$ cat config.mk
export PLATFORM = sky130hd
export DESIGN_NAME = armed_alarm_zone_controller
export DESIGN_NICKNAME = d
export VERILOG_FILES = /design/src/hw/rtl/aazc_pkg.sv /design/src/hw/rtl/aazc_cfg_regs.sv /design/src/hw/rtl/aazc_core.sv /design/src/hw/rtl/aazc_out_buf.sv /design/src/hw/rtl/armed_alarm_zone_controller.sv
export SDC_FILE = /design/constraint.sdc
export NUM_CORES = 1
export LEC_CHECK = 0
export ABC_AREA = 1
export BUFFER_PORTS_ARGS = -buffer_cell sky130_fd_sc_hd__clkbuf_2
export CAP_MARGIN = 20
export CELL_PAD_IN_SITES_DETAIL_PLACEMENT = 0
export CELL_PAD_IN_SITES_GLOBAL_PLACEMENT = 1
export CORE_MARGIN = 8
export CORE_UTILIZATION = 30
export CTS_BUF_LIST = sky130_fd_sc_hd__clkbuf_2
export DETAILED_ROUTE_END_ITERATION = 8
export GPL_TIMING_DRIVEN = 1
export PLACE_DENSITY = 0.59
export SYNTH_ARGS = -nofsm -noshare
export SYNTH_HDL_FRONTEND = slang
export SYNTH_SLANG_ARGS = --single-unit
$ cat constraint.sdc
create_clock -name clk_i -period 4.92 [get_ports clk_i]
set_clock_uncertainty 0.15 [all_clocks]
set_input_delay 0.246 -clock clk_i [delete_from_list [all_inputs] [get_ports clk_i]]
set_output_delay 0.246 -clock clk_i [all_outputs]
set_load 0.005 [all_outputs]
$ cat src/hw/rtl/aazc_pkg.sv
`timescale 1ns / 1ps
// ----------------------------------------------------------------------------
// Armed alarm zone controller package
// Shared sizes, codes, configuration and result types, and a helper function.
// ----------------------------------------------------------------------------
package aazc_pkg;

  localparam int MAX_DIGITS  = 6;
  localparam int ZONE_COUNT  = 4;
  localparam int DIGITS_W    = 4 * MAX_DIGITS;
  localparam int COUNT_W     = $clog2(MAX_DIGITS + 1);

  localparam int ZONE_W      = 3;
  localparam int SECS_W      = 7;
  localparam int PHASE_W     = 10;
  localparam int TIMER_W     = 16;
  localparam int EVENT_W     = 17;
  localparam int BAD_W       = 11;
  localparam int SECRET_W    = 24;
  localparam int LEN_W       = 3;
  localparam int CFG_IDX_W   = 3;
  localparam int CFG_DATA_W  = 24;

  localparam int MS_PER_SEC  = 1000;
  localparam int BAD_PIN_MS  = 1500;
  localparam int MAX_SECS    = 99;
  localparam int MAX_KEY_DIGIT = 9;

  typedef enum logic [3:0] {
    KEY_STAR = 4'd10,
    KEY_HASH = 4'd11
  } key_code_e;

  typedef enum logic [CFG_IDX_W-1:0] {
    CFG_ENTRY_DELAY  = 3'd0,
    CFG_HOLD_LED     = 3'd1,
    CFG_SECRET       = 3'd2,
    CFG_SECRET_LEN   = 3'd3,
    CFG_IDLE_LIMIT   = 3'd4,
    CFG_FAST_BLINK   = 3'd5,
    CFG_SLOW_BLINK   = 3'd6
  } cfg_idx_e;

  typedef struct packed {
    logic [SECS_W-1:0]   entry_delay_seconds;
    logic [SECS_W-1:0]   hold_led_seconds;
    logic [SECRET_W-1:0] secret_digits;
    logic [LEN_W-1:0]    secret_length;
    logic [TIMER_W-1:0]  entry_idle_limit_ms;
    logic [TIMER_W-1:0]  fast_blink_ms;
    logic [TIMER_W-1:0]  slow_blink_ms;
  } cfg_t;

  typedef struct packed {
    logic                  relay_on;
    logic [ZONE_COUNT-1:0] zone_leds;
    logic                  memory_led;
    logic                  event_led;
    logic                  notify_pulse;
    logic                  notify_is_test;
    logic                  disarm_now;
    logic                  keep_memory;
    logic [SECS_W-1:0]     seconds_left;
    logic [ZONE_W-1:0]     zone_number;
    logic [2:0]            digits_entered;
    logic                  bad_pin_shown;
  } result_t;

  // Zero counts as one second, anything above the display range saturates.
  function automatic logic [SECS_W-1:0] clamp_secs(input logic [SECS_W-1:0] v);
    logic [SECS_W-1:0] r;
    if (v == '0) begin
      r = SECS_W'(1);
    end else if (v > SECS_W'(MAX_SECS)) begin
      r = SECS_W'(MAX_SECS);
    end else begin
      r = v;
    end
    return r;
  endfunction

endpackage

$ cat src/hw/rtl/aazc_cfg_regs.sv
`timescale 1ns / 1ps
// ----------------------------------------------------------------------------
// Configuration registers
// Holds the seven setup registers, written one beat at a time by index.
// ----------------------------------------------------------------------------
module aazc_cfg_regs (
  input  logic                            clk_i,
  input  logic                            rst_ni,
  input  logic                            cfg_valid_i,
  output logic                            cfg_ready_o,
  input  logic [aazc_pkg::CFG_IDX_W-1:0]  cfg_index_i,
  input  logic [aazc_pkg::CFG_DATA_W-1:0] cfg_data_i,
  output aazc_pkg::cfg_t                  cfg_o
);
  import aazc_pkg::*;

  cfg_t cfg_q;

  assign cfg_ready_o = 1'b1;
  assign cfg_o       = cfg_q;

  always_ff @(posedge clk_i or negedge rst_ni) begin
    if (!rst_ni) begin
      cfg_q.entry_delay_seconds <= SECS_W'(10);
      cfg_q.hold_led_seconds    <= SECS_W'(10);
      cfg_q.secret_digits       <= SECRET_W'(4660);
      cfg_q.secret_length       <= LEN_W'(4);
      cfg_q.entry_idle_limit_ms <= TIMER_W'(10000);
      cfg_q.fast_blink_ms       <= TIMER_W'(100);
      cfg_q.slow_blink_ms       <= TIMER_W'(500);
    end else if (cfg_valid_i && cfg_ready_o) begin
      unique case (cfg_idx_e'(cfg_index_i))
        CFG_ENTRY_DELAY: cfg_q.entry_delay_seconds <= cfg_data_i[SECS_W-1:0];
        CFG_HOLD_LED:    cfg_q.hold_led_seconds    <= cfg_data_i[SECS_W-1:0];
        CFG_SECRET:      cfg_q.secret_digits       <= cfg_data_i[SECRET_W-1:0];
        CFG_SECRET_LEN:  cfg_q.secret_length       <= cfg_data_i[LEN_W-1:0];
        CFG_IDLE_LIMIT:  cfg_q.entry_idle_limit_ms <= cfg_data_i[TIMER_W-1:0];
        CFG_FAST_BLINK:  cfg_q.fast_blink_ms       <= cfg_data_i[TIMER_W-1:0];
        CFG_SLOW_BLINK:  cfg_q.slow_blink_ms       <= cfg_data_i[TIMER_W-1:0];
        default: ;
      endcase
    end
  end

endmodule

$ cat src/hw/rtl/aazc_core.sv
`timescale 1ns / 1ps
// ----------------------------------------------------------------------------
// Alarm controller core
// Input register, controller state and the one-millisecond update logic.
// ----------------------------------------------------------------------------
module aazc_core (
  input  logic                             clk_i,
  input  logic                             rst_ni,
  input  logic                             in_valid_i,
  output logic                             in_stall_o,
  input  logic [aazc_pkg::ZONE_COUNT-1:0]  zone_switches_i,
  input  logic                             siren_enable_i,
  input  logic                             test_mode_i,
  input  logic                             key_valid_i,
  input  logic [3:0]                       key_code_i,
  input  aazc_pkg::cfg_t                   cfg_i,
  input  logic                             buf_full_i,
  output logic                             push_o,
  output aazc_pkg::result_t                result_o
);
  import aazc_pkg::*;

  // Input register.
  logic                  in_valid_q;
  logic [ZONE_COUNT-1:0] zones_q;
  logic                  siren_en_q;
  logic                  test_q;
  logic                  kv_q;
  logic [3:0]            kc_q;

  // Controller state.
  logic                  cd_q, cd_d;
  logic [ZONE_W-1:0]     tz_q, tz_d;
  logic [SECS_W-1:0]     sec_q, sec_d;
  logic [PHASE_W-1:0]    phase_q, phase_d;
  logic [DIGITS_W-1:0]   dig_q, dig_d;
  logic [COUNT_W-1:0]    cnt_q, cnt_d;
  logic [TIMER_W-1:0]    idle_q, idle_d;
  logic                  siren_q, siren_d;
  logic                  relay_q, relay_d;
  logic                  alarm_q, alarm_d;
  logic [TIMER_W-1:0]    bt_q, bt_d;
  logic                  lvl_q, lvl_d;
  logic                  mled_q, mled_d;
  logic [EVENT_W-1:0]    ev_q, ev_d;
  logic [BAD_W-1:0]      bp_q, bp_d;
  logic                  disarmed_q, disarmed_d;

  logic                  advance;
  logic                  pin_ok;
  logic [DIGITS_W-1:0]   secret_ext;
  result_t               res;

  assign in_stall_o = in_valid_q && buf_full_i;
  assign advance    = in_valid_q && !buf_full_i;
  assign push_o     = advance;
  assign result_o   = res;
  assign secret_ext = DIGITS_W'(cfg_i.secret_digits);

  always_ff @(posedge clk_i or negedge rst_ni) begin
    if (!rst_ni) begin
      in_valid_q <= 1'b0;
    end else if (!in_stall_o) begin
      in_valid_q <= in_valid_i;
    end
  end

  always_ff @(posedge clk_i) begin
    if (in_valid_i && !in_stall_o) begin
      zones_q    <= zone_switches_i;
      siren_en_q <= siren_enable_i;
      test_q     <= test_mode_i;
      kv_q       <= key_valid_i;
      kc_q       <= key_code_i;
    end
  end

  always_ff @(posedge clk_i or negedge rst_ni) begin
    if (!rst_ni) begin
      cd_q       <= 1'b0;
      tz_q       <= '0;
      sec_q      <= '0;
      phase_q    <= '0;
      dig_q      <= '0;
      cnt_q      <= '0;
      idle_q     <= '0;
      siren_q    <= 1'b0;
      relay_q    <= 1'b0;
      alarm_q    <= 1'b0;
      bt_q       <= '0;
      lvl_q      <= 1'b0;
      mled_q     <= 1'b0;
      ev_q       <= '0;
      bp_q       <= '0;
      disarmed_q <= 1'b0;
    end else if (advance) begin
      cd_q       <= cd_d;
      tz_q       <= tz_d;
      sec_q      <= sec_d;
      phase_q    <= phase_d;
      dig_q      <= dig_d;
      cnt_q      <= cnt_d;
      idle_q     <= idle_d;
      siren_q    <= siren_d;
      relay_q    <= relay_d;
      alarm_q    <= alarm_d;
      bt_q       <= bt_d;
      lvl_q      <= lvl_d;
      mled_q     <= mled_d;
      ev_q       <= ev_d;
      bp_q       <= bp_d;
      disarmed_q <= disarmed_d;
    end
  end

  always_comb begin
    logic                  fresh;
    logic                  touched;
    logic                  found;
    logic                  disarm;
    logic                  keep;
    logic [ZONE_COUNT-1:0] zl;
    logic                  pulse;
    logic                  is_test;

    cd_d       = cd_q;
    tz_d       = tz_q;
    sec_d      = sec_q;
    phase_d    = phase_q;
    dig_d      = dig_q;
    cnt_d      = cnt_q;
    idle_d     = idle_q;
    siren_d    = siren_q;
    relay_d    = relay_q;
    alarm_d    = alarm_q;
    bt_d       = bt_q;
    lvl_d      = lvl_q;
    mled_d     = mled_q;
    ev_d       = ev_q;
    bp_d       = bp_q;
    disarmed_d = disarmed_q;
    res        = '0;
    fresh      = 1'b0;
    touched    = 1'b0;
    found      = 1'b0;
    disarm     = 1'b0;
    keep       = alarm_q | siren_q;
    zl         = '0;
    pulse      = 1'b0;
    is_test    = 1'b0;
    pin_ok     = 1'b0;

    if (!disarmed_q) begin
      if (ev_q != '0) ev_d = ev_q - EVENT_W'(1);
      if (bp_q != '0) bp_d = bp_q - BAD_W'(1);
      if (bt_q != '1) bt_d = bt_q + TIMER_W'(1);

      // The lowest active zone starts the entry countdown.
      if (!cd_q) begin
        for (int i = 0; i < ZONE_COUNT; i++) begin
          if (zones_q[i] && !found) begin
            found = 1'b1;
            tz_d  = ZONE_W'(i + 1);
          end
        end
        if (found) begin
          cd_d    = 1'b1;
          sec_d   = clamp_secs(cfg_i.entry_delay_seconds);
          phase_d = '0;
          dig_d   = '0;
          cnt_d   = '0;
          idle_d  = '0;
          fresh   = 1'b1;
          touched = 1'b1;
        end
      end

      // Entered digits above the entered count are always zero, so the
      // compare checks those nibbles against zero as well.
      pin_ok = (int'(cfg_i.secret_length) <= MAX_DIGITS) &&
               (int'(cnt_d) == int'(cfg_i.secret_length));
      for (int j = 0; j < MAX_DIGITS; j++) begin
        if (j < int'(cfg_i.secret_length)) begin
          if (dig_d[4*j +: 4] != secret_ext[4*j +: 4]) pin_ok = 1'b0;
        end else begin
          if (dig_d[4*j +: 4] != 4'd0) pin_ok = 1'b0;
        end
      end

      if (kv_q) begin
        priority if (kc_q <= 4'(MAX_KEY_DIGIT)) begin
          if (cnt_d < COUNT_W'(MAX_DIGITS)) begin
            dig_d = {dig_d[DIGITS_W-5:0], kc_q};
            cnt_d = cnt_d + COUNT_W'(1);
          end
          idle_d  = '0;
          touched = 1'b1;
        end else if (kc_q == KEY_HASH) begin
          dig_d   = '0;
          cnt_d   = '0;
          idle_d  = '0;
          touched = 1'b1;
        end else if (kc_q == KEY_STAR) begin
          if (pin_ok) begin
            disarm = 1'b1;
          end else begin
            bp_d  = BAD_W'(BAD_PIN_MS);
            dig_d = '0;
            cnt_d = '0;
          end
        end else begin
        end
      end

      if (disarm) begin
        relay_d         = 1'b0;
        siren_d         = 1'b0;
        alarm_d         = keep;
        cd_d            = 1'b0;
        disarmed_d      = 1'b1;
        res.disarm_now  = 1'b1;
        res.keep_memory = keep;
      end else begin
        if (!touched) begin
          if (cnt_d != '0 && idle_q >= cfg_i.entry_idle_limit_ms) begin
            dig_d = '0;
            cnt_d = '0;
          end
          if (idle_q != '1) idle_d = idle_q + TIMER_W'(1);
        end

        // Zone LED and memory LED share one blink timer and one level.
        if (cd_d) begin
          if (bt_d >= cfg_i.fast_blink_ms) begin
            bt_d  = '0;
            lvl_d = ~lvl_d;
          end
          for (int j = 0; j < ZONE_COUNT; j++) begin
            zl[j] = lvl_d && (tz_d == ZONE_W'(j + 1));
          end
        end
        if (alarm_q) begin
          if (bt_d >= cfg_i.slow_blink_ms) begin
            bt_d   = '0;
            lvl_d  = ~lvl_d;
            mled_d = lvl_d;
          end
        end else begin
          mled_d = siren_q;
        end

        // Second tick of the entry countdown.
        if (cd_d && !fresh) begin
          phase_d = phase_q + PHASE_W'(1);
          if (phase_d >= PHASE_W'(MS_PER_SEC)) begin
            phase_d = '0;
            if (sec_d != '0) sec_d = sec_d - SECS_W'(1);
            if (sec_d == '0) begin
              alarm_d = 1'b1;
              if (siren_en_q) begin
                relay_d = 1'b1;
                siren_d = 1'b1;
                pulse   = 1'b1;
                is_test = test_q;
              end else begin
                siren_d = 1'b0;
              end
              cd_d = 1'b0;
              ev_d = EVENT_W'(clamp_secs(cfg_i.hold_led_seconds)) *
                     EVENT_W'(MS_PER_SEC);
            end
          end
        end

        res.relay_on       = relay_d;
        res.zone_leds      = zl;
        res.memory_led     = mled_d;
        res.event_led      = (ev_d != '0);
        res.notify_pulse   = pulse;
        res.notify_is_test = is_test;
        res.seconds_left   = sec_d;
        res.zone_number    = tz_d;
        res.digits_entered = 3'(cnt_d);
        res.bad_pin_shown  = (bp_d != '0);
      end
    end
  end

endmodule

$ cat src/hw/rtl/aazc_out_buf.sv
`timescale 1ns / 1ps
// ----------------------------------------------------------------------------
// Result buffer
// Output register with a skid stage, so a beat can be taken while the
// receiver stalls.
// ----------------------------------------------------------------------------
module aazc_out_buf (
  input  logic               clk_i,
  input  logic               rst_ni,
  input  logic               push_i,
  input  aazc_pkg::result_t  push_data_i,
  output logic               full_o,
  output logic               out_valid_o,
  input  logic               out_stall_i,
  output aazc_pkg::result_t  out_data_o
);
  import aazc_pkg::*;

  logic    out_valid_q;
  logic    skid_valid_q;
  result_t out_q;
  result_t skid_q;
  logic    pop;

  assign pop         = out_valid_q && !out_stall_i;
  assign full_o      = skid_valid_q;
  assign out_valid_o = out_valid_q;
  assign out_data_o  = out_q;

  always_ff @(posedge clk_i or negedge rst_ni) begin
    if (!rst_ni) begin
      out_valid_q  <= 1'b0;
      skid_valid_q <= 1'b0;
    end else if (pop) begin
      if (skid_valid_q) begin
        skid_valid_q <= 1'b0;
      end else begin
        out_valid_q <= push_i;
      end
    end else if (push_i) begin
      if (out_valid_q) begin
        skid_valid_q <= 1'b1;
      end else begin
        out_valid_q <= 1'b1;
      end
    end
  end

  always_ff @(posedge clk_i) begin
    if (pop) begin
      if (skid_valid_q) begin
        out_q <= skid_q;
      end else if (push_i) begin
        out_q <= push_data_i;
      end
    end else if (push_i) begin
      if (out_valid_q) begin
        skid_q <= push_data_i;
      end else begin
        out_q <= push_data_i;
      end
    end
  end

endmodule

$ cat src/hw/rtl/armed_alarm_zone_controller.sv
`timescale 1ns / 1ps
// ----------------------------------------------------------------------------
// Armed alarm zone controller
// Armed-state controller of an intruder alarm, one input beat per millisecond.
// ----------------------------------------------------------------------------
// Usage: each input beat carries one millisecond of zone switches, siren and
// test switches and an optional key press; each produces exactly one result
// beat. The input channel takes a beat when in_valid_i is high and in_stall_o
// is low; the result channel hands one over when out_valid_o is high and
// out_stall_i is low. Setup registers are written through the cfg port
// (always ready) by index; the user must write them only while the block is
// idle, as the block itself does not enforce it. The beat is captured in the
// input register, then the state update loads the result register.
// Throughput is one beat per cycle while the result buffer is not full.
// A stalled result waits in the output register while one more beat moves
// into a skid stage; only then does in_stall_o rise.
// Reset clears all controller state and loads the default setup (10 s entry
// delay and hold, PIN 1234). After a correct PIN disarms, every later beat
// returns all zeros until the next reset.
// ----------------------------------------------------------------------------
module armed_alarm_zone_controller (
  input  logic                             clk_i,
  input  logic                             rst_ni,
  input  logic                             in_valid_i,
  output logic                             in_stall_o,
  input  logic [aazc_pkg::ZONE_COUNT-1:0]  zone_switches_i,
  input  logic                             siren_enable_i,
  input  logic                             test_mode_i,
  input  logic                             key_valid_i,
  input  logic [3:0]                       key_code_i,
  output logic                             out_valid_o,
  input  logic                             out_stall_i,
  output logic                             relay_on_o,
  output logic [aazc_pkg::ZONE_COUNT-1:0]  zone_leds_o,
  output logic                             memory_led_o,
  output logic                             event_led_o,
  output logic                             notify_pulse_o,
  output logic                             notify_is_test_o,
  output logic                             disarm_now_o,
  output logic                             keep_memory_o,
  output logic [6:0]                       seconds_left_o,
  output logic [2:0]                       zone_number_o,
  output logic [2:0]                       digits_entered_o,
  output logic                             bad_pin_shown_o,
  input  logic                             cfg_valid_i,
  output logic                             cfg_ready_o,
  input  logic [aazc_pkg::CFG_IDX_W-1:0]   cfg_index_i,
  input  logic [aazc_pkg::CFG_DATA_W-1:0]  cfg_data_i
);
  import aazc_pkg::*;

  cfg_t    cfg;
  result_t push_data;
  result_t out_data;
  logic    push;
  logic    buf_full;

  aazc_cfg_regs u_cfg (
    .clk_i       (clk_i),
    .rst_ni      (rst_ni),
    .cfg_valid_i (cfg_valid_i),
    .cfg_ready_o (cfg_ready_o),
    .cfg_index_i (cfg_index_i),
    .cfg_data_i  (cfg_data_i),
    .cfg_o       (cfg)
  );

  aazc_core u_core (
    .clk_i           (clk_i),
    .rst_ni          (rst_ni),
    .in_valid_i      (in_valid_i),
    .in_stall_o      (in_stall_o),
    .zone_switches_i (zone_switches_i),
    .siren_enable_i  (siren_enable_i),
    .test_mode_i     (test_mode_i),
    .key_valid_i     (key_valid_i),
    .key_code_i      (key_code_i),
    .cfg_i           (cfg),
    .buf_full_i      (buf_full),
    .push_o          (push),
    .result_o        (push_data)
  );

  aazc_out_buf u_out_buf (
    .clk_i       (clk_i),
    .rst_ni      (rst_ni),
    .push_i      (push),
    .push_data_i (push_data),
    .full_o      (buf_full),
    .out_valid_o (out_valid_o),
    .out_stall_i (out_stall_i),
    .out_data_o  (out_data)
  );

  assign relay_on_o       = out_data.relay_on;
  assign zone_leds_o      = out_data.zone_leds;
  assign memory_led_o     = out_data.memory_led;
  assign event_led_o      = out_data.event_led;
  assign notify_pulse_o   = out_data.notify_pulse;
  assign notify_is_test_o = out_data.notify_is_test;
  assign disarm_now_o     = out_data.disarm_now;
  assign keep_memory_o    = out_data.keep_memory;
  assign seconds_left_o   = out_data.seconds_left;
  assign zone_number_o    = out_data.zone_number;
  assign digits_entered_o = out_data.digits_entered;
  assign bad_pin_shown_o  = out_data.bad_pin_shown;

  // A test flag only ever rides along with a notify pulse.
  a_test_needs_pulse: assert property (@(posedge clk_i) disable iff (!rst_ni)
    out_valid_o && notify_is_test_o |-> notify_pulse_o)
    else $error("notify_is_test without notify_pulse");

  // A disarm beat carries nothing but the disarm and keep flags.
  a_disarm_clean: assert property (@(posedge clk_i) disable iff (!rst_ni)
    out_valid_o && disarm_now_o |-> !relay_on_o && zone_leds_o == '0 &&
      !notify_pulse_o && digits_entered_o == 3'd0 && seconds_left_o == 7'd0)
    else $error("disarm beat carries other fields");

  // Keep-memory is only meaningful on a disarm beat.
  a_keep_needs_disarm: assert property (@(posedge clk_i) disable iff (!rst_ni)
    out_valid_o && keep_memory_o |-> disarm_now_o)
    else $error("keep_memory without disarm_now");

  // The skid stage only fills behind a waiting result.
  a_skid_behind_out: assert property (@(posedge clk_i) disable iff (!rst_ni)
    buf_full |-> out_valid_o)
    else $error("skid stage full while output register empty");

  // A beat that entered the result buffer shows up as a valid result.
  a_push_gives_valid: assert property (@(posedge clk_i) disable iff (!rst_ni)
    push |=> out_valid_o)
    else $error("pushed beat lost");

endmodule
Word-level counts from Yosys, hierarchy flattened
Index checks and enable logic that the tools add are counted.
{"block": "op_classes", "addsub": 7, "multipliers": 1, "div_mod_pow": 0, "n_lt_le_gt_ge": 15, "eq_ne": 23, "shift": 0, "n_mux": 188, "bitwise": 6, "reduce_logical": 57}
{"operator": "$mux 24", "count": 12}
{"operator": "$mux 16", "count": 17}
{"operator": "$mux 25", "count": 6}
{"operator": "$mux 7", "count": 20}
{"operator": "$mux 17", "count": 7}
{"operator": "$mux 1", "count": 91}
{"operator": "$mux 11", "count": 7}
{"operator": "$mux 3", "count": 19}
{"operator": "$mux 10", "count": 5}
{"operator": "$ge 16x16->1", "count": 3}
{"operator": "$reduce_bool 17->1", "count": 2}
{"operator": "$add 16x1->16 const B", "count": 2}
{"operator": "$ne 16x16->1 const B", "count": 2}
{"operator": "$ne 4x4->1", "count": 6}
{"operator": "$reduce_bool 4->1", "count": 6}
{"operator": "$reduce_bool 11->1", "count": 2}
{"operator": "$logic_not 7->1", "count": 3}
{"operator": "$reduce_and 2->1", "count": 10}
{"operator": "$sub 17x1->17 const B", "count": 1}
{"operator": "$gt 7x7->1 const B", "count": 2}
{"operator": "$logic_and 1x1->1", "count": 14}
{"operator": "$mul 7x7->14 const B", "count": 1}
{"operator": "$mux 14", "count": 1}
{"operator": "$eq 3x2->1 const B", "count": 4}
{"operator": "28 further kinds", "count": 54}
{"block": "totals", "register_bits": 267, "latchBits": 0, "ram_bits": 0, "romBits": 0, "in_bits": 43, "output_inout_bits": 28, "word_cells": 352, "mem_count": 0}

Longest topological paths before layout
Gate-level depths: netlist of run 1.
{"block": "logic_depth", "word_depth": 63, "ltp_mapped": 39, "mapped_depth_nobuf": 38}

By module
Synthesis of run 1 repeated with hierarchy kept, for this count alone.
{"block": "hier_totals", "hier_cells": 2442, "hier_area_um2": 18057.3}
{"mod": "aazc_core", "n_inst": 1, "cells_per_inst": 1893, "area_per_inst_um2": 12483.2, "seq_area_each_um2": 3208.1}
{"mod": "aazc_cfg_regs", "n_inst": 1, "cells_per_inst": 396, "area_per_inst_um2": 3533.4, "seq_area_each_um2": 2257.2}
{"mod": "aazc_out_buf", "n_inst": 1, "cells_per_inst": 153, "area_per_inst_um2": 2040.7, "seq_area_each_um2": 1551.5}

Worst setup path before layout of run 1
No wires, ideal clock.
{"block": "synth_path", "path_type": "register to register", "startpoint": "register u_cfg.cfg_q, in the netlist u_cfg.cfg_o[78]", "endpoint": "register u_out_buf.out_q, in the netlist u_out_buf.out_data_o[18], data pin", "setup_ps": 267, "arrival_ps": 4747, "required_ps": 4503, "path_slack_ps": -244, "path_stages_with_launch": 25, "n_path_buf": 0, "synth_period_minus_slack_ps": 5164, "cell_sequence": "dfstp_2 > nor2_1 > a21oi_1 > inv_1 > and3_1 > nor2_1 > a21oi_1 > ha_1 > inv_1 > fa_1 > inv_1 > fa_1 > fa_1 > ha_1 > a21oi_1 > o21ai_0 > a21oi_1 > o21ai_0 > xor2_1 > nand4_1 > nand2_1 > nor2_1 > nand3_1 > o21ai_1 > a21oi_1"}
{"block": "synth_between", "elab_chain_cells": 20, "elab_cells_between_ends": 23, "classes_between": "mul (1); order compare (1); mux (19); reduce/logical (2)"}
{"element": "from (decl)", "line": "aazc_cfg_regs.sv:17", "text": "cfg_t cfg_q;"}
{"element": "$gt 7x7->1", "line": "aazc_pkg.sv:74", "text": "end else if (v > SECS_W'(MAX_SECS)) begin"}
{"element": "$mux 7", "line": "aazc_pkg.sv:74"}
{"element": "$mux 7 (*)", "line": "aazc_pkg.sv:72", "text": "if (v == '0) begin"}
{"element": "$mux 7 (*)", "line": "aazc_core.sv:258", "text": "if (sec_d == '0) begin"}
{"element": "$mux 7 (*)", "line": "aazc_core.sv:255", "text": "if (phase_d >= PHASE_W'(MS_PER_SEC)) begin"}
{"element": "$mux 7 (*)", "line": "aazc_core.sv:253", "text": "if (cd_d && !fresh) begin"}
{"element": "$mux 7 (*)", "line": "aazc_core.sv:215", "text": "if (disarm) begin"}
{"element": "$mux 7 (*)", "line": "aazc_core.sv:153", "text": "if (!disarmed_q) begin"}
{"element": "[4 not listed]"}
{"element": "$mux 17 (*)", "line": "aazc_core.sv:215"}
{"element": "$mux 17 (*)", "line": "aazc_core.sv:153"}
{"element": "$reduce_bool 17->1 (*)", "line": "aazc_core.sv:278", "text": "res.event_led = (ev_d != '0);"}
{"element": "$mux 9 (*)", "line": "aazc_core.sv:215"}
{"element": "$mux 25 (*)", "line": "aazc_core.sv:153"}
{"element": "$mux 25 (on tied branches)", "line": "aazc_out_buf.sv:57, aazc_out_buf.sv:53"}
{"element": "$mux 25 (on tied branches)", "line": "aazc_out_buf.sv:56, aazc_out_buf.sv:51"}
{"element": "$mux 25 (*)", "line": "aazc_out_buf.sv:50", "text": "if (pop) begin"}
{"element": "to (signal assigned)", "line": "aazc_out_buf.sv:52", "text": "out_q <= skid_q;"}
{"element": "to (signal assigned)", "line": "aazc_out_buf.sv:54", "text": "out_q <= push_data_i;"}
{"element": "to (signal assigned)", "line": "aazc_out_buf.sv:60", "text": "out_q <= push_data_i;"}
{"element": "to (decl)", "line": "aazc_out_buf.sv:21", "text": "result_t out_q;"}
Mark *: on every way between the ends. The rest lies on a longest branch, timed or not. The select of a mux whose other input is x is not followed.
A chain may end at the register's enable or synchronous reset.

Worst setup path in the final report of run 1
{"block": "layout_path", "startpoint": "register u_core.bt_q[5]", "endpoint": "register u_core.bt_q[12]"}
{"block": "layout_between", "elab_chain_cells": 12, "elab_cells_between_ends": 13, "classes_between": "add/sub (1); order compare (2); eq/ne (1); mux (9)"}
{"element": "from (decl)", "line": "aazc_core.sv:42", "text": "logic [TIMER_W-1:0] bt_q, bt_d;"}
{"element": "from (signal assigned)", "line": "aazc_core.sv:107", "text": "bt_q <= bt_d;"}
{"element": "$add 16x1->16 or $ne 16x16->1 (tied branches)", "line": "aazc_core.sv:156", "text": "if (bt_q != '1) bt_d = bt_q + TIMER_W'(1);"}
{"element": "$mux 16 (*)", "line": "aazc_core.sv:156"}
{"element": "$mux 16 (*)", "line": "aazc_core.sv:153"}
{"element": "$ge 16x16->1", "line": "aazc_core.sv:234", "text": "if (bt_d >= cfg_i.fast_blink_ms) begin"}
{"element": "$mux 16", "line": "aazc_core.sv:234"}
{"element": "$mux 16", "line": "aazc_core.sv:233", "text": "if (cd_d) begin"}
{"element": "$mux 16", "line": "aazc_core.sv:215"}
{"element": "$mux 16", "line": "aazc_core.sv:153"}
{"element": "$ge 16x16->1", "line": "aazc_core.sv:243", "text": "if (bt_d >= cfg_i.slow_blink_ms) begin"}
{"element": "$mux 16", "line": "aazc_core.sv:243"}
{"element": "$mux 16", "line": "aazc_core.sv:242", "text": "if (alarm_q) begin"}
{"element": "$mux 16 (*)", "line": "aazc_core.sv:215"}
Marked as above.

==> qor.txt, run 1 <==
Die area: 66,000 sq um
Comb pwr share: 57.0%
WHS: 0.111 ns
Kind of end point of the critical path: flop
Vias in the first global route: 15,992
Area of the multi-input gates: 9300 sq um
Failing checks: setup timing
Total grt overflow: 0
#FFs+latches synth: 267
Most used cell along the critical path: buf_4
Mean post-synth cell area: 7.75 sq um
Most used DFF post-synth: dfrtp_1
Layout area overhead: 25.2%
Reg clk slew, reported paths: 0.11 ns
IO Pins: 71
Power Density: 542 nW/um^2
Slowest cell on crit path: dfrtp_1
Antenna violations before repair: 2
Fin crit share: 103%
Largest net degree at the start of global routing: 132
Clock buffer depth: 3
Commonest non-fill, non-tap cell in the layout: nand2_1
Layout cells sized above 1: 20.3%
Post-Place Worst Slack: -0.291 ns
Worst skew pair latency: 1.09 ns
Sequential area share after synthesis: 40.3%
Maxcap violations: 0
CP arrival: 5.76 ns
Final setup violation count: 19
Commonest cells after routing, fill and taps aside: nand2_1, inv_1, o21ai_0
Final ANT Viol Nets: 0
Final Hold Viols: 0
Nets: 2,710
Clock share of power: 14.9%
Syn Nets: 2,396
Max stage delay on crit path: 0.40 ns
Sw Share: 45.9%
Leakage: 10.6 nW
Sw power: 5.41 mW
Vias per cell: 4.76
Synthesized area: 17,400 sq um
Starting Density: 30.3%
Core area: 57,500 sq um
H-tree levels: 3
Slew Limit Fails: 0
Worst Path Required: 5.64 ns
Post-synth EDFFs: 61
CTS tree: built
Crit path max fanout: 8
Detailed Place HPWL: 37.4 mm
PortBufs: 69
Routed WL: 55.2 mm
F_max: 198 MHz
Die height: 257 um
Drt wl/cell: 16.3 um
Netlist cell types: 55
Final total power: 11.8 mW
Filler cells: 6,087
Vias: 16,139
Relative slew slack: 33.1%
Worst vdd ir: 0.346 mV
Setup TNS: -1.62 ns
Clock buffer count from CTS: 80
Global Route Usage Sum: 16.3%
First-pass GRT wire length: 87.8 mm
Die Span X: 257 um
Async SR Flop Fraction: 77.2%
Row Count: 88
DR pass1 iterations: 6
Register area: 7020 sq um
Startpoint Class: flop
Status: complete, but fails checks
Clock Root Buffer: clkbuf_2
RSZ-0062 raised after global routing: true
Routability cong.: 0.821
Syn Inst Count: 2,245
Yosys warning count: 0
# DRC: 0
HP Class: input port to flop
Clock tree sinks: 267
Initial DRC Count: 1,088
Power Internal: 6.39 mW
Crit path time final: 5.05 ns
Final setup margin: -0.126 ns
Worst Tran Pin Value: 1.00 ns
Critical path class: flop to flop
Seq pwr share: 28.1%
cells by family (layout without fill, tap and decap cells):
kind of cell	count (synthesis)	after routing	share of synthesized area, %
buffers and inverters	422	795	9.64
AO/OA/AOI/OAI	462	462	14.4
AND/OR/NAND/NOR	892	893	22.2
adder cells (fa/ha/maj)	108	108	8.46
flip-flops	267	267	40.3
XOR/XNOR	74	74	3.73
multiplexers	19	19	1.22
other	1	7	0.0216
state kept, by name, summed over array words and instances, names as in the netlist, 3 cells and up:
| signal | flops |
|---|---|
| u_core.phase_q | 10 |
| u_core.idle_q | 16 |
| u_out_buf.skid_q | 25 |
| u_cfg.cfg_o | 89 |
| u_core.tz_q | 3 |
| u_core.zones_q | 4 |
| u_core.dig_q | 24 |
| u_out_buf.out_data_o | 25 |
| u_core.sec_q | 7 |
| u_core.cnt_q | 3 |
| u_core.ev_q | 17 |
| u_core.bt_q | 16 |
| u_core.bp_q | 11 |
| u_core.kc_q | 4 |
power by group through the flow:
stage                     logic (mW)  clock network (mW)  registers [mW]
after floorplan                 4.08                   0            3.25
after global placement          5.94                   0            3.33
after detailed placement        5.99                   0            3.35
after CTS                       6.25                1.86            3.31
after global routing            7.59                1.96            3.38
final                           6.73                1.75            3.31
metal layers:
metal  global-route usage (%)  wire length [um]  up-vias
met4                     5.15              1330        0
met3                     3.34              2120      100
met1                     21.5             26200     7623
li1                         -                 -     8102
met2                     26.6             25600      314
met5                        0                 0        -
worst max-delay path: cells and delay by family, from the launching register on:
family                   cells  cell delay, ns
flip-flops                   1            0.40
AND/OR/NAND/NOR             13            1.16
buffers and inverters       18            2.32
AO/OA/AOI/OAI                5            0.53
adder cells (fa/ha/maj)      1            0.28
worst paths after layout:
check	start	to	slack [ns]	cells past startpoint
hold reg to reg	u_cfg.cfg_o[75]	u_cfg.cfg_o[75]	0.34	2
setup reg to reg	u_core.bt_q[5]	u_core.bt_q[12]	-0.13	37
min in group asynchronous	rst_ni	u_cfg.cfg_o[83]	0.68	4
setup / recovery	u_core.bt_q[5]	u_core.bt_q[12]	-0.13	37
hold / removal	cfg_valid_i	u_cfg.cfg_o[4]	0.11	5
max in group asynchronous	rst_ni	u_core.dig_q[18]	3.22	5
layout make-up:
class                      count  area share (%)
multi-input combinational   1557            42.7
sequential                   267            32.2
timing repair buffer         315            11.5
inverter                     338            5.85
tap                          765            4.40
clock buffer                 114            2.62
clock inverter                28           0.638
antenna                        6          0.0689
metrics by stage:
stage / instances / instance area (sq um) / utilization [%]
3_3_place_gp: 3111 / 19300 / 33.5
2_1_floorplan: 2245 / 17400 / -
3_5_place_dp: 3111 / 19300 / 33.5
4_1_cts: 3369 / 21200 / 36.9
6_report: 3390 / 21800 / 37.9
5_1_grt: 3390 / 21800 / 37.9
what timing repair did:
item,CTS,global route
gates resized for setup,21,106
endpoints found under the setup margin,22,25
hold endpoints to repair,366,0
pin swaps,7,74
gates cloned,1,0
hold buffers,94,0
buffers inserted,21,16
synthesized netlist by cell type, types with 5 or more instances:
library cell / number / area share [%]
edfxtp_1: 61 / 11
o31ai_1: 8 / 0.35
clkbuf_1: 58 / 1.3
nor4_1: 10 / 0.36
nand3_1: 128 / 3.7
nand2_1: 486 / 10
o22ai_1: 17 / 0.61
a31oi_1: 25 / 0.90
dfstp_2: 24 / 3.6
dfrtp_1: 182 / 26
nor2_4: 5 / 0.32
xor2_1: 61 / 3.1
o21ai_0: 258 / 7.4
o211ai_1: 23 / 0.99
nand4_1: 36 / 1.3
mux2_2: 18 / 1.2
buf_4: 5 / 0.22
buf_1: 7 / 0.15
buf_6: 9 / 0.58
nand2_2: 14 / 0.50
fa_1: 16 / 1.8
a21oi_1: 100 / 2.9
inv_1: 329 / 7.1
xnor2_1: 13 / 0.65
ha_1: 92 / 6.6
nor2_1: 148 / 3.2
o21ai_1: 9 / 0.26
a22oi_1: 8 / 0.35
buf_2: 5 / 0.14
nor3_1: 41 / 1.2
inv_2: 5 / 0.11
Note: power is estimated with default switching activity, not from simulation.
==> inputs of run 2 (changes only) <==
--- a/config.mk
+++ b/config.mk
@@ -16,6 +16,7 @@
 export DETAILED_ROUTE_END_ITERATION = 8
 export GPL_TIMING_DRIVEN = 1
 export PLACE_DENSITY = 0.59
+export RECOVER_POWER = 100
 export SYNTH_ARGS = -nofsm -noshare
 export SYNTH_HDL_FRONTEND = slang
 export SYNTH_SLANG_ARGS = --single-unit
==> run 2 against run 1 <==
  * The flow finishes with violations (capacitance limit, slew limit, setup timing)
  * Final area shrank 0.33%
  * Flip-flop and latch count is the same
  * Sequential power is essentially flat
  * Setup slack is essentially flat
  * Via count grew 0.14%
  * Global-route usage is the same
  * Critical path type unchanged
  * Largest cell class unchanged
==> qor.txt, run 2 (synthesized netlist as in run 1, its figures left out) <==
Status: complete, but fails checks
Failing checks: capacitance limit, slew limit, setup timing
Worst Path Buf+Inv: 18 (unchanged)
Power Internal: 6.38 mW (-0.11%)
Routability cong.: 0.821 (unchanged)
Die Span X: 257 um (unchanged)
Antenna violations before repair: 2 (unchanged)
Total grt overflow: 0 (unchanged)
Final setup margin: -0.126 ns (-0.000396 ns)
Worst Path Required: 5.64 ns (about the same)
Worst skew pair latency: 1.09 ns (about the same)
Die height: 257 um (unchanged)
Seq pwr share: 28.2% (about the same)
Reg clk slew, reported paths: 0.11 ns (about the same)
Final ANT Viol Nets: 0 (unchanged)
Fin crit share: 103% (about the same)
Largest net degree at the start of global routing: 132 (unchanged)
Detailed Place HPWL: 37.4 mm (unchanged)
Non-filler cells in the finished layout: 3,390 (unchanged)
First-pass GRT wire length: 87.8 mm (unchanged)
Kind of end point of the critical path: flop
Layout cells sized above 1: 20.0% (-0.31 points)
Drt wl/cell: 16.3 um (about the same)
Post-placement cell count: 3,111 (unchanged)
Max stage delay on crit path: 0.40 ns (about the same)
CTS tree: built
Vias: 16,162 (+0.14%)
Slowest cell on crit path: dfrtp_1
Layout area overhead: 24.8%
Worst vdd ir: 0.346 mV (about the same)
Nets: 2,710 (unchanged)
Most used cell along the critical path: buf_4
Row Count: 88 (unchanged)
Clock buffer depth: 3 (unchanged)
Commonest cells after routing, fill and taps aside: nand2_1, inv_1, o21ai_0
Starting Density: 30.3% (unchanged)
Relative slew slack: -98.7% (-130 points)
Critical path class: flop to flop
IO Pins: 71 (unchanged)
Crit path max fanout: 8 (unchanged)
Final total power: 11.8 mW (-0.10%)
Final setup violation count: 19 (unchanged)
Post-Place Worst Slack: -0.291 ns (unchanged)
Power Density: 543 nW/um^2 (+0.23%)
Final Hold Viols: 0 (unchanged)
Core area: 57,500 sq um (unchanged)
Vias per cell: 4.77 (+0.14%)
# DRC: 0 (unchanged)
Maxcap violations: 4 (+4)
Initial DRC Count: 972 (-11%)
Clock Root Buffer: clkbuf_2
DR pass1 iterations: 5 (-1)
Slew Limit Fails: 269 (+269)
HP Class: input port to flop
CP arrival: 5.76 ns (about the same)
Crit path time final: 5.05 ns (+0.000396 ns)
Clock share of power: 14.9% (about the same)
Startpoint Class: flop
Commonest non-fill, non-tap cell in the layout: nand2_1
Sw Share: 45.9% (about the same)
Leakage: 10.5 nW (-0.39%)
Worst Tran Pin Value: 2.98 ns (+1.98 ns)
RSZ-0062 raised after global routing: true
H-tree levels: 3 (unchanged)
CP top delay family: buffers and inverters
Number of flip-flops in the largest register: 89 (unchanged)
Clock tree sinks: 267 (unchanged)
F_max: 198 MHz (about the same)
Clock buffer count from CTS: 80 (unchanged)
Sw power: 5.41 mW (about the same)
Comb pwr share: 57.0% (about the same)
PortBufs: 69 (unchanged)
Die area: 66,000 sq um (unchanged)
Vias in the first global route: 15,992 (unchanged)
Routed WL: 55.2 mm (about the same)
Global Route Usage Sum: 16.3% (unchanged)
## run 2: cell count changes in the layout (fill, tap and decap cells not counted), sizes merged
cell,before,now
buf,154,146
clkbuf,182,190
## run 2: power by group through the flow
stage,combinational [mW],sequential (mW),clock (mW)
after CTS,6.25,3.31,1.86
after global routing,7.57,3.39,1.96
final,6.71,3.32,1.75
after global placement,5.94,3.33,0
after floorplan,4.08,3.25,0
after detailed placement,5.99,3.35,0
## run 2: path summary, 6_finish.rpt
kind,from,endpoint,slack [ns],depth (start not counted)
min,cfg_valid_i,u_cfg.cfg_o[4],0.11,5
min reg2reg,u_cfg.cfg_o[75],u_cfg.cfg_o[75],0.34,2
max,u_core.bt_q[5],u_core.bt_q[12],-0.13,37
max in group asynchronous,rst_ni,u_core.dig_q[18],0.54,5
max reg2reg,u_core.bt_q[5],u_core.bt_q[12],-0.13,37
min in group asynchronous,rst_ni,u_cfg.cfg_o[83],1.06,4
## run 2: worst min-delay path, cell delays in order
cell and delay [ns]:
clkbuf_2 0.09, nand2_1 0.06, inv_1 0.09, nand2_1 0.67
o21ai_0 0.16
## run 2: timing repair
action                     4_1_cts  5_1_grt
buffers inserted                21       16
gates cloned                     1        0
hold endpoints to repair       366        0
pin swaps                        7       74
setup endpoints to repair       22       25
hold buffers                    94        0
gates resized for setup         21      106
## run 2: metrics by stage
stage | area [sq um] | util [%] | setup TNS, ns | hold WS, ns
after floorplan | 17400 | - | 0 | -0.200
after global placement | 19300 | 33.5 | -0.140 | 0.212
after detailed placement | 19300 | 33.5 | -4.75 | 0.215
after CTS | 21200 | 36.9 | 0 | 0.00410
after global routing | 21700 | 37.8 | -8.05 | 0.0520
final | 21700 | 37.8 | -1.60 | 0.114
## run 2: area by class of cell
class	instances	area (sq um)
repair buffers	315	2430
inverters	338	1270
flip-flops and latches	267	7020
clock buffers	114	571
diodes	6	15.0
multi-input cells	1557	9300
clock inverters	28	139
well taps	765	957
fillers	6099	35800
## run 2: routing by layer
layer	wire length [um]	part of all wire [%]	vias up	global-route usage, %
met5	0	0	-	0
met4	1260	2.3	0	5.15
met3	2280	4.1	92	3.34
met2	25700	46	327	26.6
met1	26000	47	7647	21.5
li1	-	-	8096	-
==> inputs of run 3 (changes only) <==
--- a/config.mk
+++ b/config.mk
@@ -5,9 +5,8 @@
 export SDC_FILE = /design/constraint.sdc
 export NUM_CORES = 1
 export LEC_CHECK = 0
-export ABC_AREA = 1
 export BUFFER_PORTS_ARGS = -buffer_cell sky130_fd_sc_hd__clkbuf_2
-export CAP_MARGIN = 20
+export CAP_MARGIN = 0
 export CELL_PAD_IN_SITES_DETAIL_PLACEMENT = 0
 export CELL_PAD_IN_SITES_GLOBAL_PLACEMENT = 1
 export CORE_MARGIN = 8
@@ -15,7 +14,7 @@
 export CTS_BUF_LIST = sky130_fd_sc_hd__clkbuf_2
 export DETAILED_ROUTE_END_ITERATION = 8
 export GPL_TIMING_DRIVEN = 1
-export PLACE_DENSITY = 0.59
+export PLACE_DENSITY = 0.57
 export RECOVER_POWER = 100
 export SYNTH_ARGS = -nofsm -noshare
 export SYNTH_HDL_FRONTEND = slang
==> run 3 against run 2 <==
  * The flow still finishes with violations (capacitance limit, slew limit, setup timing)
  * Setup slack lost 0.50 ns
  * Global-route usage shrank 0.055 points
  * Flip-flop and latch count unchanged
  * Register-to-register slack got worse by 0.50 ns
==> qor.txt, run 3 <==
RSZ-0062 raised after global routing: true
Nets: 2,163 (-20%)
Vias in the first global route: 14,292 (-11%)
Synth area leader: dfrtp_1
Layout area overhead: 27.0%
CP arrival: 6.28 ns (+0.52 ns)
CP top delay family: compound AO/OA/AOI/OAI gates
# DRC: 0 (unchanged)
Placed instance area: 18,300 sq um (-5.2%)
Mean post-synth cell area: 9.74 sq um (+26%)
Antenna violations before repair: 3 (+1)
Power Internal: 6.80 mW (+6.5%)
Most frequent cells after synthesis: dfrtp_1, nand2_1, inv_1
Worst Path Buf+Inv: 2 (-16)
Initial DRC Count: 765 (-21%)
Clock buffer count from CTS: 80 (unchanged)
Global Route Usage Sum: 16.3% (-0.055 points)
Commonest non-fill, non-tap cell in the layout: clkbuf_2
Async SR Flop Fraction: 77.2% (unchanged)
Startpoint Class: flop
Relative slew slack: -44.6% (+54 points)
Post-synth EDFFs: 61 (unchanged)
Final setup violation count: 22 (+3)
Status: complete, but fails checks
Final ANT Viol Nets: 0 (unchanged)
Clock tree sinks: 267 (unchanged)
Total grt overflow: 0 (unchanged)
WHS: 0.155 ns (+0.0411 ns)
Yosys warning count: 0 (unchanged)
HP Class: input port to flop
Critical path class: flop to flop
Cell area after layout: 20,600 sq um (-5.0%)
Die Span X: 249 um (-3.2%)
Fin crit share: 113% (+10 points)
Sw Share: 42.0% (-3.8 points)
Post-Place Worst Slack: -0.804 ns (-0.514 ns)
Starting Density: 30.2% (-0.043 points)
Vias per cell: 5.04 (+5.6%)
Most used cell along the critical path: and3_4
DR pass1 iterations: 7 (+2)
Seq pwr share: 28.3% (about the same)
H-tree levels: 3 (unchanged)
Clock Root Buffer: clkbuf_2
Syn Nets: 1,818 (-24%)
Routed WL: 50.5 mm (-8.6%)
Commonest cells after routing, fill and taps aside: clkbuf_2, dfrtp_1, nand2_1
Die area: 61,800 sq um (-6.3%)
F_max: 180 MHz (-9.1%)
Leakage: 9.26 nW (-12%)
Largest net degree at the start of global routing: 81 (-39%)
Clock share of power: 15.3% (+0.4 points)
Worst Path Required: 5.65 ns (about the same)
Sequential area share after synthesis: 43.2% (+2.9 points)
Most used DFF post-synth: dfrtp_1
Sw power: 4.93 mW (-8.8%)
Syn Inst Count: 1,667 (-26%)
Die height: 249 um (-3.2%)
Power Density: 569 nW/um^2 (+4.8%)
Vias: 13,929 (-14%)
Crit path max fanout: 8 (unchanged)
Netlist cell types: 90 (+64%)
Most numerous cell in the Yosys netlist: dfrtp_1
Detailed Place HPWL: 34.4 mm (-7.9%)
Clock buffer depth: 3 (unchanged)
Row Count: 85 (-3.4%)
Worst vdd ir: 0.849 mV (+150%)
IO Pins: 71 (unchanged)
Maxcap violations: 3 (-1)
Failing checks: capacitance limit, slew limit, setup timing
Crit path time final: 5.55 ns (+0.504 ns)
Layout cells sized above 1: 26.5% (+6.5 points)
Slew Limit Fails: 195 (-28%)
Final setup margin: -0.630 ns (-0.504 ns)
Routability cong.: 0.818 (-0.35%)
Max stage delay on crit path: 0.41 ns (about the same)
Final total power: 11.7 mW (-0.51%)
Final Hold Viols: 0 (unchanged)
#FFs+latches synth: 267 (unchanged)
Worst Tran Pin Value: 2.17 ns (-0.812 ns)
Slowest cell on crit path: or3_4
PortBufs: 69 (unchanged)
Top cells by area, synth: dfrtp_1, edfxtp_1, ha_1, mux2_2, dfstp_2
First-pass GRT wire length: 81.4 mm (-7.4%)
Number of flip-flops in the largest register: 89 (unchanged)
Area share of the largest cell type after synthesis: 28.1% (+1.9 points)
Reg clk slew, reported paths: 0.11 ns (about the same)
Worst skew pair latency: 1.01 ns (-0.08 ns)
Kind of end point of the critical path: flop
Synthesized area: 16,200 sq um (-6.7%)
CTS tree: built
Drt wl/cell: 18.2 um (+12%)
Core area: 53,700 sq um (-6.6%)
Comb pwr share: 56.3% (-0.7 points)
[run 3: logic make-up after synthesis]
family	Yosys count	share of synthesized area (%)
xor gates and xnor gates	53	2.86
and+or+nand+nor	526	16.4
AOI/OAI and AO/OA	404	16.5
other	1	0.0231
DFF	267	43.2
adders and majority gates	108	9.06
buffers and inverters	207	5.02
muxes	101	6.89
[run 3: timing repair]
action	in CTS	in global routing
setup endpoints to repair	24	25
hold buffers	115	0
cloned	1	0
hold endpoints to repair	389	0
buffers inserted	18	9
pin swaps	29	31
gates resized for setup	54	36
[run 3: path summary, 6_finish.rpt]
| check | slack, ns | endpoint | depth (start not counted) | startpoint |
|---|---|---|---|---|
| hold reg to reg | 0.35 | u_core.sec_q[0] | 2 | u_core.sec_q[0] |
| max in group asynchronous | 1.27 | u_cfg.cfg_o[80] | 4 | rst_ni |
| hold / removal | 0.15 | u_out_buf.skid_q[3] | 4 | out_stall_i |
| setup / recovery | -0.63 | u_core.bt_q[8] | 27 | u_core.bt_q[8] |
| min in group asynchronous | 1.00 | u_cfg.cfg_o[18] | 3 | rst_ni |
| setup reg to reg | -0.63 | u_core.bt_q[8] | 27 | u_core.bt_q[8] |
[run 3: worst reg2reg max path, delay by kind of cell, from the launching register on]
| kind | cells | cell delay, ns |
|---|---|---|
| adder cells (fa/ha/maj) | 2 | 0.48 |
| flip-flops | 1 | 0.38 |
| buffers and inverters | 2 | 0.26 |
| XOR/XNOR | 1 | 0.17 |
| AO/OA/AOI/OAI | 11 | 2.22 |
| AND/OR/NAND/NOR | 11 | 1.83 |
[run 3: routing by layer]
layer | GRT usage (%) | vias to the layer above | part of all wire (%)
met3 | 3.09 | 78 | 4.4
met2 | 25.7 | 271 | 46
li1 | - | 6789 | -
met5 | 0 | - | 0
met4 | 5.85 | 0 | 2.4
met1 | 22.1 | 6791 | 48
[run 3: through the flow]
step / setup TNS (ns) / cells / util, %
floorplan: -13.54 / 1667 / -
global placement: -14.60 / 2487 / 34.0
detailed placement: -15.45 / 2487 / 34.0
finish: -12.21 / 2766 / 38.4
CTS: -11.62 / 2757 / 38.1
global route: -17.32 / 2765 / 38.4
[run 3: final cells by class]
cell class	instances	area, sq um
Fill cell	5382	33100
Multi-Input combinational cell	1194	8850
Sequential cell	267	7020
Timing Repair Buffer	334	2620
Tap cell	696	871
Clock buffer	125	626
Inverter	135	507
Clock inverter	13	110
Antenna cell	2	5.00
[run 3: power groups by stage]
stage          logic, mW  clock network, mW  registers (mW)
2_1_floorplan       3.58                  0            3.22
3_3_place_gp        5.89                  0            3.35
3_5_place_dp        5.91                  0            3.36
4_1_cts             6.34               1.90            3.32
5_1_grt             7.38               2.02            3.40
6_report            6.61               1.80            3.33
